==> src/mrm_pkg.sv <==
// shared constants and types of the multichannel running median filter
`default_nettype none

package mrm_pkg;

    // window length, channel count and kept sample width
    localparam int WINDOW      = 3;
    localparam int CHANNELS    = 8;
    localparam int SAMPLE_BITS = 32;

    // fixed widths of the word fields
    localparam int CH_W     = 3;
    localparam int SAMPLE_W = 32;

    // samples are kept at most this wide, as two's complement
    localparam int KEEP_BITS = (SAMPLE_BITS < SAMPLE_W) ? SAMPLE_BITS : SAMPLE_W;

    localparam int CH_IDX_W = (CHANNELS > 1) ? $clog2(CHANNELS) : 1;
    localparam int RANK_W   = $clog2(WINDOW + 1);

    // middle position of the sorted window and its parity
    localparam int MID         = WINDOW / 2;
    localparam bit ODD_WINDOW  = (WINDOW % 2) != 0;

    typedef logic [KEEP_BITS-1:0]             t_sample;
    typedef logic [WINDOW-1:0][KEEP_BITS-1:0] t_row;
    typedef logic [CH_IDX_W-1:0]              t_ch_idx;
    typedef logic [RANK_W-1:0]                t_rank;

endpackage

`default_nettype wire

==> src/mrm_if.sv <==
// word channels of the running median filter
`default_nettype none

interface mrm_in_if;
    logic                              valid;
    logic                              ready;
    logic [mrm_pkg::CH_W-1:0]          channel;
    logic signed [mrm_pkg::SAMPLE_W-1:0] sample;

    modport source (output valid, output channel, output sample, input ready);
    modport sink   (input valid, input channel, input sample, output ready);
endinterface

interface mrm_out_if;
    logic                              valid;
    logic                              ready;
    logic [mrm_pkg::CH_W-1:0]          channel_out;
    logic signed [mrm_pkg::SAMPLE_W-1:0] median_value;

    modport source (output valid, output channel_out, output median_value, input ready);
    modport sink   (input valid, input channel_out, input median_value, output ready);
endinterface

`default_nettype wire

==> src/mrm_median.sv <==
// rank-compare median of one window of samples
`default_nettype none

module mrm_median (
    input  wire mrm_pkg::t_row                  i_row,
    output logic signed [mrm_pkg::SAMPLE_W-1:0] o_median
);

    mrm_pkg::t_rank                          rank [mrm_pkg::WINDOW];
    logic signed [mrm_pkg::KEEP_BITS-1:0]    mid_hi;
    logic signed [mrm_pkg::KEEP_BITS-1:0]    mid_lo;
    logic signed [mrm_pkg::KEEP_BITS:0]      pair_sum;
    logic signed [mrm_pkg::KEEP_BITS-1:0]    half;

    // rank of each element, ties broken by position so ranks are unique
    always_comb begin
        for (int i = 0; i < mrm_pkg::WINDOW; i++) begin
            rank[i] = '0;
            for (int j = 0; j < mrm_pkg::WINDOW; j++) begin
                if (j != i) begin
                    if (($signed(i_row[j]) < $signed(i_row[i])) ||
                        ((i_row[j] == i_row[i]) && (j < i))) begin
                        rank[i] = rank[i] + mrm_pkg::t_rank'(1);
                    end
                end
            end
        end
    end

    // pick the middle element(s) by rank
    always_comb begin
        mid_hi = '0;
        mid_lo = '0;
        for (int i = 0; i < mrm_pkg::WINDOW; i++) begin
            if (rank[i] == mrm_pkg::t_rank'(mrm_pkg::MID)) begin
                mid_hi = mid_hi | $signed(i_row[i]);
            end
            if (rank[i] == mrm_pkg::t_rank'(mrm_pkg::MID - 1)) begin
                mid_lo = mid_lo | $signed(i_row[i]);
            end
        end
    end

    // even window: mean of the two middle values, rounded toward minus infinity
    always_comb begin
        pair_sum = (mrm_pkg::KEEP_BITS+1)'(mid_hi) + (mrm_pkg::KEEP_BITS+1)'(mid_lo);
        half     = $signed(pair_sum[mrm_pkg::KEEP_BITS:1]);
        if (mrm_pkg::ODD_WINDOW) begin
            o_median = mrm_pkg::SAMPLE_W'(mid_hi);
        end else begin
            o_median = mrm_pkg::SAMPLE_W'(half);
        end
    end

endmodule

`default_nettype wire

==> src/multichannel_running_median.sv <==
// top level of the multichannel running median filter
//
// usage
// - i_in carries a channel number and a signed Q16.16 sample per word; o_out returns
//   the channel and the median of that channel's last WINDOW samples
// - every input word gives exactly one output word, in order
// - channels at or above CHANNELS leave all histories alone and return a median of zero
// - an accepted word passes the input register, then the result register, on its way to
//   o_out; one word per cycle sustained while o_out.ready holds high, set by the single
//   registered pass that reads, shifts and writes back a channel row in the same cycle
// - back-to-back words on the same channel see each other, since the row is read and
//   written back in the cycle the word moves into the result register
// - reset (synchronous, active low) empties both registers and zeroes every history,
//   so the first medians of a channel include zeros
// - when the receiver stalls the result word holds; one more word waits in the input
//   register, after which i_in.ready drops until o_out.ready returns
`default_nettype none

module multichannel_running_median (
    input  wire              i_clk,
    input  wire              i_rst_n,
    mrm_in_if.sink           i_in,
    mrm_out_if.source        o_out
);

    // input register
    logic                             r_in_valid;
    logic [mrm_pkg::CH_W-1:0]         r_in_channel;
    mrm_pkg::t_sample                 r_in_sample;

    // result register
    logic                             r_out_valid;
    logic [mrm_pkg::CH_W-1:0]         r_out_channel;
    logic signed [mrm_pkg::SAMPLE_W-1:0] r_out_median;

    // per-channel histories, oldest sample at index 0
    mrm_pkg::t_row [mrm_pkg::CHANNELS-1:0] r_history;

    logic                             move;
    logic                             accept;
    logic                             ch_used;
    mrm_pkg::t_ch_idx                 ch_idx;
    mrm_pkg::t_row                    old_row;
    mrm_pkg::t_row                    n_row;
    logic signed [mrm_pkg::SAMPLE_W-1:0] row_median;
    logic signed [mrm_pkg::SAMPLE_W-1:0] n_out_median;

    // handshake: the input word moves on when the result slot is free or draining
    assign move        = r_in_valid && (!r_out_valid || o_out.ready);
    assign i_in.ready  = !r_in_valid || move;
    assign accept      = i_in.valid && i_in.ready;

    assign o_out.valid        = r_out_valid;
    assign o_out.channel_out  = r_out_channel;
    assign o_out.median_value = r_out_median;

    // row lookup and shift of the new sample into the newest slot
    always_comb begin
        ch_used = int'(r_in_channel) < mrm_pkg::CHANNELS;
        ch_idx  = mrm_pkg::t_ch_idx'(r_in_channel);
        old_row = ch_used ? r_history[ch_idx] : '0;
        for (int i = 0; i < mrm_pkg::WINDOW - 1; i++) begin
            n_row[i] = old_row[i+1];
        end
        n_row[mrm_pkg::WINDOW-1] = r_in_sample;
    end

    mrm_median u_median (
        .i_row    (n_row),
        .o_median (row_median)
    );

    assign n_out_median = ch_used ? row_median : '0;

    // control state
    always_ff @(posedge i_clk) begin
        if (!i_rst_n) begin
            r_in_valid  <= 1'b0;
            r_out_valid <= 1'b0;
        end else begin
            r_in_valid  <= accept || (r_in_valid && !move);
            r_out_valid <= move || (r_out_valid && !o_out.ready);
        end
    end

    // payload registers
    always_ff @(posedge i_clk) begin
        if (accept) begin
            r_in_channel <= i_in.channel;
            r_in_sample  <= i_in.sample[mrm_pkg::KEEP_BITS-1:0];
        end
        if (move) begin
            r_out_channel <= r_in_channel;
            r_out_median  <= n_out_median;
        end
    end

    // history write-back in the cycle the word moves
    always_ff @(posedge i_clk) begin
        if (!i_rst_n) begin
            r_history <= '0;
        end else if (move && ch_used) begin
            r_history[ch_idx] <= n_row;
        end
    end

    // a waiting input word is never dropped
    a_in_held: assert property (@(posedge i_clk) disable iff (!i_rst_n)
        (r_in_valid && !move) |=> r_in_valid)
        else $error("pending input word lost");

    // a word that moves always lands in the result register
    a_move_out: assert property (@(posedge i_clk) disable iff (!i_rst_n)
        move |=> r_out_valid)
        else $error("moved word missing from result register");

    // histories only change when a word moves through
    a_hist_stable: assert property (@(posedge i_clk) disable iff (!i_rst_n)
        !move |=> $stable(r_history))
        else $error("history changed without a word");

    // unused channels return zero
    a_unused_zero: assert property (@(posedge i_clk) disable iff (!i_rst_n)
        (o_out.valid && (int'(o_out.channel_out) >= mrm_pkg::CHANNELS))
            |-> (o_out.median_value == '0))
        else $error("unused channel returned a nonzero median");

endmodule

`default_nettype wire

==> src/flat_wrapper.sv <==
// flat-port wrapper written by rule: the top's interface ports become plain ports
module multichannel_running_median_flat 
  (i_clk, i_rst_n, i_in_valid, i_in_channel, i_in_sample, i_in_ready, o_out_valid, o_out_channel_out, o_out_median_value, o_out_ready);
  mrm_in_if i_in_i ();
  mrm_out_if o_out_i ();
  input  wire i_clk;
  input  wire i_rst_n;
  input wire logic [$bits(i_in_i.valid)-1:0] i_in_valid;
  input wire logic [$bits(i_in_i.channel)-1:0] i_in_channel;
  input wire logic [$bits(i_in_i.sample)-1:0] i_in_sample;
  output wire logic [$bits(i_in_i.ready)-1:0] i_in_ready;
  output wire logic [$bits(o_out_i.valid)-1:0] o_out_valid;
  output wire logic [$bits(o_out_i.channel_out)-1:0] o_out_channel_out;
  output wire logic [$bits(o_out_i.median_value)-1:0] o_out_median_value;
  input wire logic [$bits(o_out_i.ready)-1:0] o_out_ready;
  assign i_in_i.valid = i_in_valid;
  assign i_in_i.channel = i_in_channel;
  assign i_in_i.sample = i_in_sample;
  assign i_in_ready = i_in_i.ready;
  assign o_out_valid = o_out_i.valid;
  assign o_out_channel_out = o_out_i.channel_out;
  assign o_out_median_value = o_out_i.median_value;
  assign o_out_i.ready = o_out_ready;
  multichannel_running_median u_core (.i_clk(i_clk), .i_rst_n(i_rst_n), .i_in(i_in_i), .o_out(o_out_i));
endmodule
==> config.mk <==
export PLATFORM = sky130hd
export DESIGN_NAME = multichannel_running_median_flat
export DESIGN_NICKNAME = d
export VERILOG_FILES = /design/src/mrm_pkg.sv /design/src/mrm_if.sv /design/src/mrm_median.sv /design/src/multichannel_running_median.sv /design/src/flat_wrapper.sv
export SDC_FILE = /design/constraint.sdc
export NUM_CORES = 1
export LEC_CHECK = 0
export BUFFER_PORTS_ARGS = -buffer_cell sky130_fd_sc_hd__buf_2
export CELL_PAD_IN_SITES_DETAIL_PLACEMENT = 0
export CELL_PAD_IN_SITES_GLOBAL_PLACEMENT = 2
export CORE_MARGIN = 5
export CORE_UTILIZATION = 35
export CTS_BUF_LIST = sky130_fd_sc_hd__clkbuf_8 sky130_fd_sc_hd__clkbuf_16
export DETAILED_ROUTE_END_ITERATION = 6
export MAX_ROUTING_LAYER = met4
export PLACE_DENSITY = 0.78
export SKIP_CTS_REPAIR_TIMING = 1
export SYNTH_ARGS = -nofsm -noshare
export SYNTH_HDL_FRONTEND = slang
export SYNTH_SLANG_ARGS = --single-unit
==> constraint.sdc <==
create_clock -name i_clk -period 4.65 [get_ports i_clk]
set_input_delay 0.2325 -clock i_clk [delete_from_list [all_inputs] [get_ports i_clk]]
set_output_delay 0.2325 -clock i_clk [all_outputs]
set_load 0.05 [all_outputs]
==> results.tsv <==
metric	value	unit
run_status	finished clean	
htreeDepth	3	
detail_route.wirelength	99600	um
r2r_start	u_core.ch_idx[2]	
floorplan.die.width	285	um
timing.clock.skew	19.7	ps
firstDrtPassIters	5	
synth_area	26500	sq um
cts_tree	yes	
via_per_inst	5.63	
share_of_the_synthesized_area_in_the_top_cell_type	38.8	%
cp-end-kind	flip-flop	
synth_enable_flop_cells	70	
yosys_warnings	0	
dp_hpwl	59900	um
post_synth_and_or_nand_nor_area_fraction	15.3	%
detailroute.via_count	22700	
criticalPathCategory	flip-flop to flip-flop	
initial_utilization	35.1	%
drive_above_1_share	14.3	%
arithmetic_cell_share_of_the_synthesized_area_counting_full_adders_half_adders_and_majority_gates	4.53	%
grt_usage	23.7	%
syn_to_final_growth	20.1	%
synth.top_cells.by_area	sky130_fd_sc_hd__dfxtp_1, sky130_fd_sc_hd__nand2_1, sky130_fd_sc_hd__o211a_1	
syn-mean-instance-area	9.06	sq um
max_cap_viol_count	0	
power.density_cell_area	378	nW/um^2
first_pass_grt_wire_length	144000	um
synth_top_family_by_area	compound AO/OA/AOI/OAI gates	
first_global_vias	22000	
grt_antenna_before_repair	4	
achievable-frequency	0.218	GHz
final_min_period_over_clock_period	98.9	%
pin_count	76	
floorplan.die_area	81300	sq um
synthMostInstantiatedCell	sky130_fd_sc_hd__nand2_1	
synthArstFlopShare	0	%
drcViolationCount	0	
globalRoute.totalOverflow	0	
startpoint	u_core.ch_idx[2]	
core_region_area	75600	sq um
finalWeightedCongestion	0.912	
synth_xor_xnor_area_share	0.0991	%
clockRootBuffer	sky130_fd_sc_hd__clkbuf_16	
finalSetupViolCount	0	
dpl-instance-area	28600	sq um
timing.final.hold_violations	0	
vdd_ir_drop_max	237	uV
cts.reportedPaths.clkPinSlew	60	ps
layout_min_cycle_time	4600	ps
tritoncts.num_buffers	68	
placed_cells_incl_taps	3839	
timing.critical_path.from_type	flip-flop	
synthesized_net_count	3062	
cts.path.max_buffers	3	
ys_seq_area_share	46.7	%
path_max_fanout	11	
clock_sink_count	584	
synth_flop_cell	sky130_fd_sc_hd__dfxtp_1	
worst_ep_arrival_time	4940	ps
tightest_slew	1300	ps
total_leakage_power	14.9	nW
final-max-slew-violation-count	0	
final_area	31800	sq um
cell_type_with_the_highest_aggregate_area_in_the_netlist	sky130_fd_sc_hd__dfxtp_1	
post_synth_inst_count	2927	
detail_route.wl_per_cell	24.7	um
synth.mux.area_fraction	0.0378	%
worstHoldStart	o_out_ready	
grt_max_degree	160	
number_of_core_rows	101	
timing.critical_path.required	4990	ps
final.setup.tns	0	ps
synth_commonest_cells	sky130_fd_sc_hd__nand2_1, sky130_fd_sc_hd__dfxtp_1, sky130_fd_sc_hd__o211a_1, sky130_fd_sc_hd__a21boi_0, sky130_fd_sc_hd__clkbuf_1	
finalNetCount	3136	
hold_class	input port to flip-flop	
synth_cell_type_count	48	
synth_compound_gate_area_share	27.5	%
ant_nets	0	
drt_iter0_drc	2090	
layout.cells.non_filler	4036	
max_slew_margin	12.8	%
port_buffers	75	
clock_insertion_delay_worst_skew	610	ps
die-height	285	um
synth.ff_latch_count	584	
-- cell usage in the layout (no fill, tap or decap), types with 5 or more instances in the layout --
cell / n
sky130_fd_sc_hd__nand2_1: 794
sky130_fd_sc_hd__dfxtp_1: 514
sky130_fd_sc_hd__o211a_1: 258
sky130_fd_sc_hd__a21boi_0: 256
sky130_fd_sc_hd__a22oi_1: 192
sky130_fd_sc_hd__buf_4: 139
sky130_fd_sc_hd__inv_1: 117
sky130_fd_sc_hd__ha_1: 95
sky130_fd_sc_hd__clkbuf_16: 76
sky130_fd_sc_hd__buf_2: 75
sky130_fd_sc_hd__edfxtp_1: 70
sky130_fd_sc_hd__nor2_1: 39
sky130_fd_sc_hd__dlygate4sd3_1: 36
sky130_fd_sc_hd__a22o_1: 33
sky130_fd_sc_hd__a221o_1: 33
sky130_fd_sc_hd__a221oi_1: 32
sky130_fd_sc_hd__buf_12: 32
sky130_fd_sc_hd__a21oi_1: 31
sky130_fd_sc_hd__and4_1: 25
sky130_fd_sc_hd__and3_1: 24
sky130_fd_sc_hd__nand4_1: 16
sky130_fd_sc_hd__a21o_1: 10
sky130_fd_sc_hd__nand3_1: 10
sky130_fd_sc_hd__and4_2: 9
sky130_fd_sc_hd__and2_4: 8
sky130_fd_sc_hd__nand2_2: 8
sky130_fd_sc_hd__clkinv_1: 8
sky130_fd_sc_hd__clkbuf_8: 8
sky130_fd_sc_hd__buf_6: 8
sky130_fd_sc_hd__and3_2: 6
sky130_fd_sc_hd__o21ai_1: 6
sky130_fd_sc_hd__and3_4: 5
sky130_fd_sc_hd__nor2b_1: 5
sky130_fd_sc_hd__o21ai_0: 5
sky130_fd_sc_hd__clkinv_2: 5
-- worst paths after layout --
kind	end	slack [ps]	cells after the start
max	u_core.o_out.median_value[27]	50	18
min reg2reg	u_core.r_history[472]	460	2
max reg2reg	u_core.o_out.median_value[27]	50	18
min	u_core.o_out.valid	20	3
-- metal layers --
metal | GRT usage (%) | up-vias | share of wire [%]
met5 | - | - | 0
met4 | 6.44 | 0 | 2.7
met3 | 4.77 | 161 | 7.7
met2 | 36.4 | 836 | 45
met1 | 31.9 | 11200 | 45
li1 | - | 10500 | -
-- metrics by stage --
stage                     power (W)  setup WS (ps)  hold slack [ps]  utilization, %
after global routing         0.0124          -67.1             21.3            42.1
after detailed placement    0.00661           -266              411            37.8
final                        0.0120           52.3             21.7            42.1
after CTS                    0.0119           -289             -247            40.7
after global placement      0.00659           -238              408            37.8
after floorplan             0.00609            475              331               -
-- where the power goes --
group	switching (W)	leakage, nW	internal (W)
Clock	0.00220	1.16	0.00304
Combinational	0.000888	8.92	0.000550
Sequential	0.000112	4.83	0.00524
Total	0.00320	14.9	0.00883
-- critical path, cell delays in order (launching register included) --
cell,delay (ps)
sky130_fd_sc_hd__edfxtp_1,390
sky130_fd_sc_hd__buf_4,170
sky130_fd_sc_hd__buf_4,140
sky130_fd_sc_hd__nor3b_4,410
sky130_fd_sc_hd__clkbuf_16,270
sky130_fd_sc_hd__buf_6,140
sky130_fd_sc_hd__buf_4,150
sky130_fd_sc_hd__a22oi_1,110
sky130_fd_sc_hd__and3_1,270
sky130_fd_sc_hd__ha_1,210
sky130_fd_sc_hd__a21oi_1,170
sky130_fd_sc_hd__o21ai_2,140
sky130_fd_sc_hd__a21oi_4,210
sky130_fd_sc_hd__nand4b_1,180
sky130_fd_sc_hd__o32ai_4,440
sky130_fd_sc_hd__o21ai_2,160
sky130_fd_sc_hd__xor2_4,200
sky130_fd_sc_hd__buf_8,170
sky130_fd_sc_hd__a221o_1,360
-- cells by family after synthesis --
family | count (synthesis)
adders and majority gates | 96
AOI/OAI and AO/OA | 877
muxes | 1
and+or+nand+nor | 970
DFF | 584
buffers and inverters | 396
xor gates and xnor gates | 3
-- sequential cells by signal, indices dropped and copies added, names as in the netlist --
| register | cells |
|---|---|
| u_core.o_out.median_value | 32 |
| u_core.ch_idx | 3 |
| u_core.o_out.valid | 1 |
| u_core.r_in_sample | 32 |
| u_core.r_history | 512 |
| u_core.r_in_valid | 1 |
| u_core.o_out.channel_out | 3 |
-- cell type report --
| cell class | count | area (sq um) |
|---|---|---|
| antenna | 2 | 5.00 |
| tap | 978 | 1220 |
| timing repair buffer | 301 | 2710 |
| sequential | 584 | 12400 |
| multi-input combinational | 1949 | 13000 |
| clock buffer | 80 | 1910 |
| inverter | 97 | 364 |
| fill | 7253 | 43700 |
| clock inverter | 45 | 270 |
Note: power is estimated with default switching activity, not from simulation.
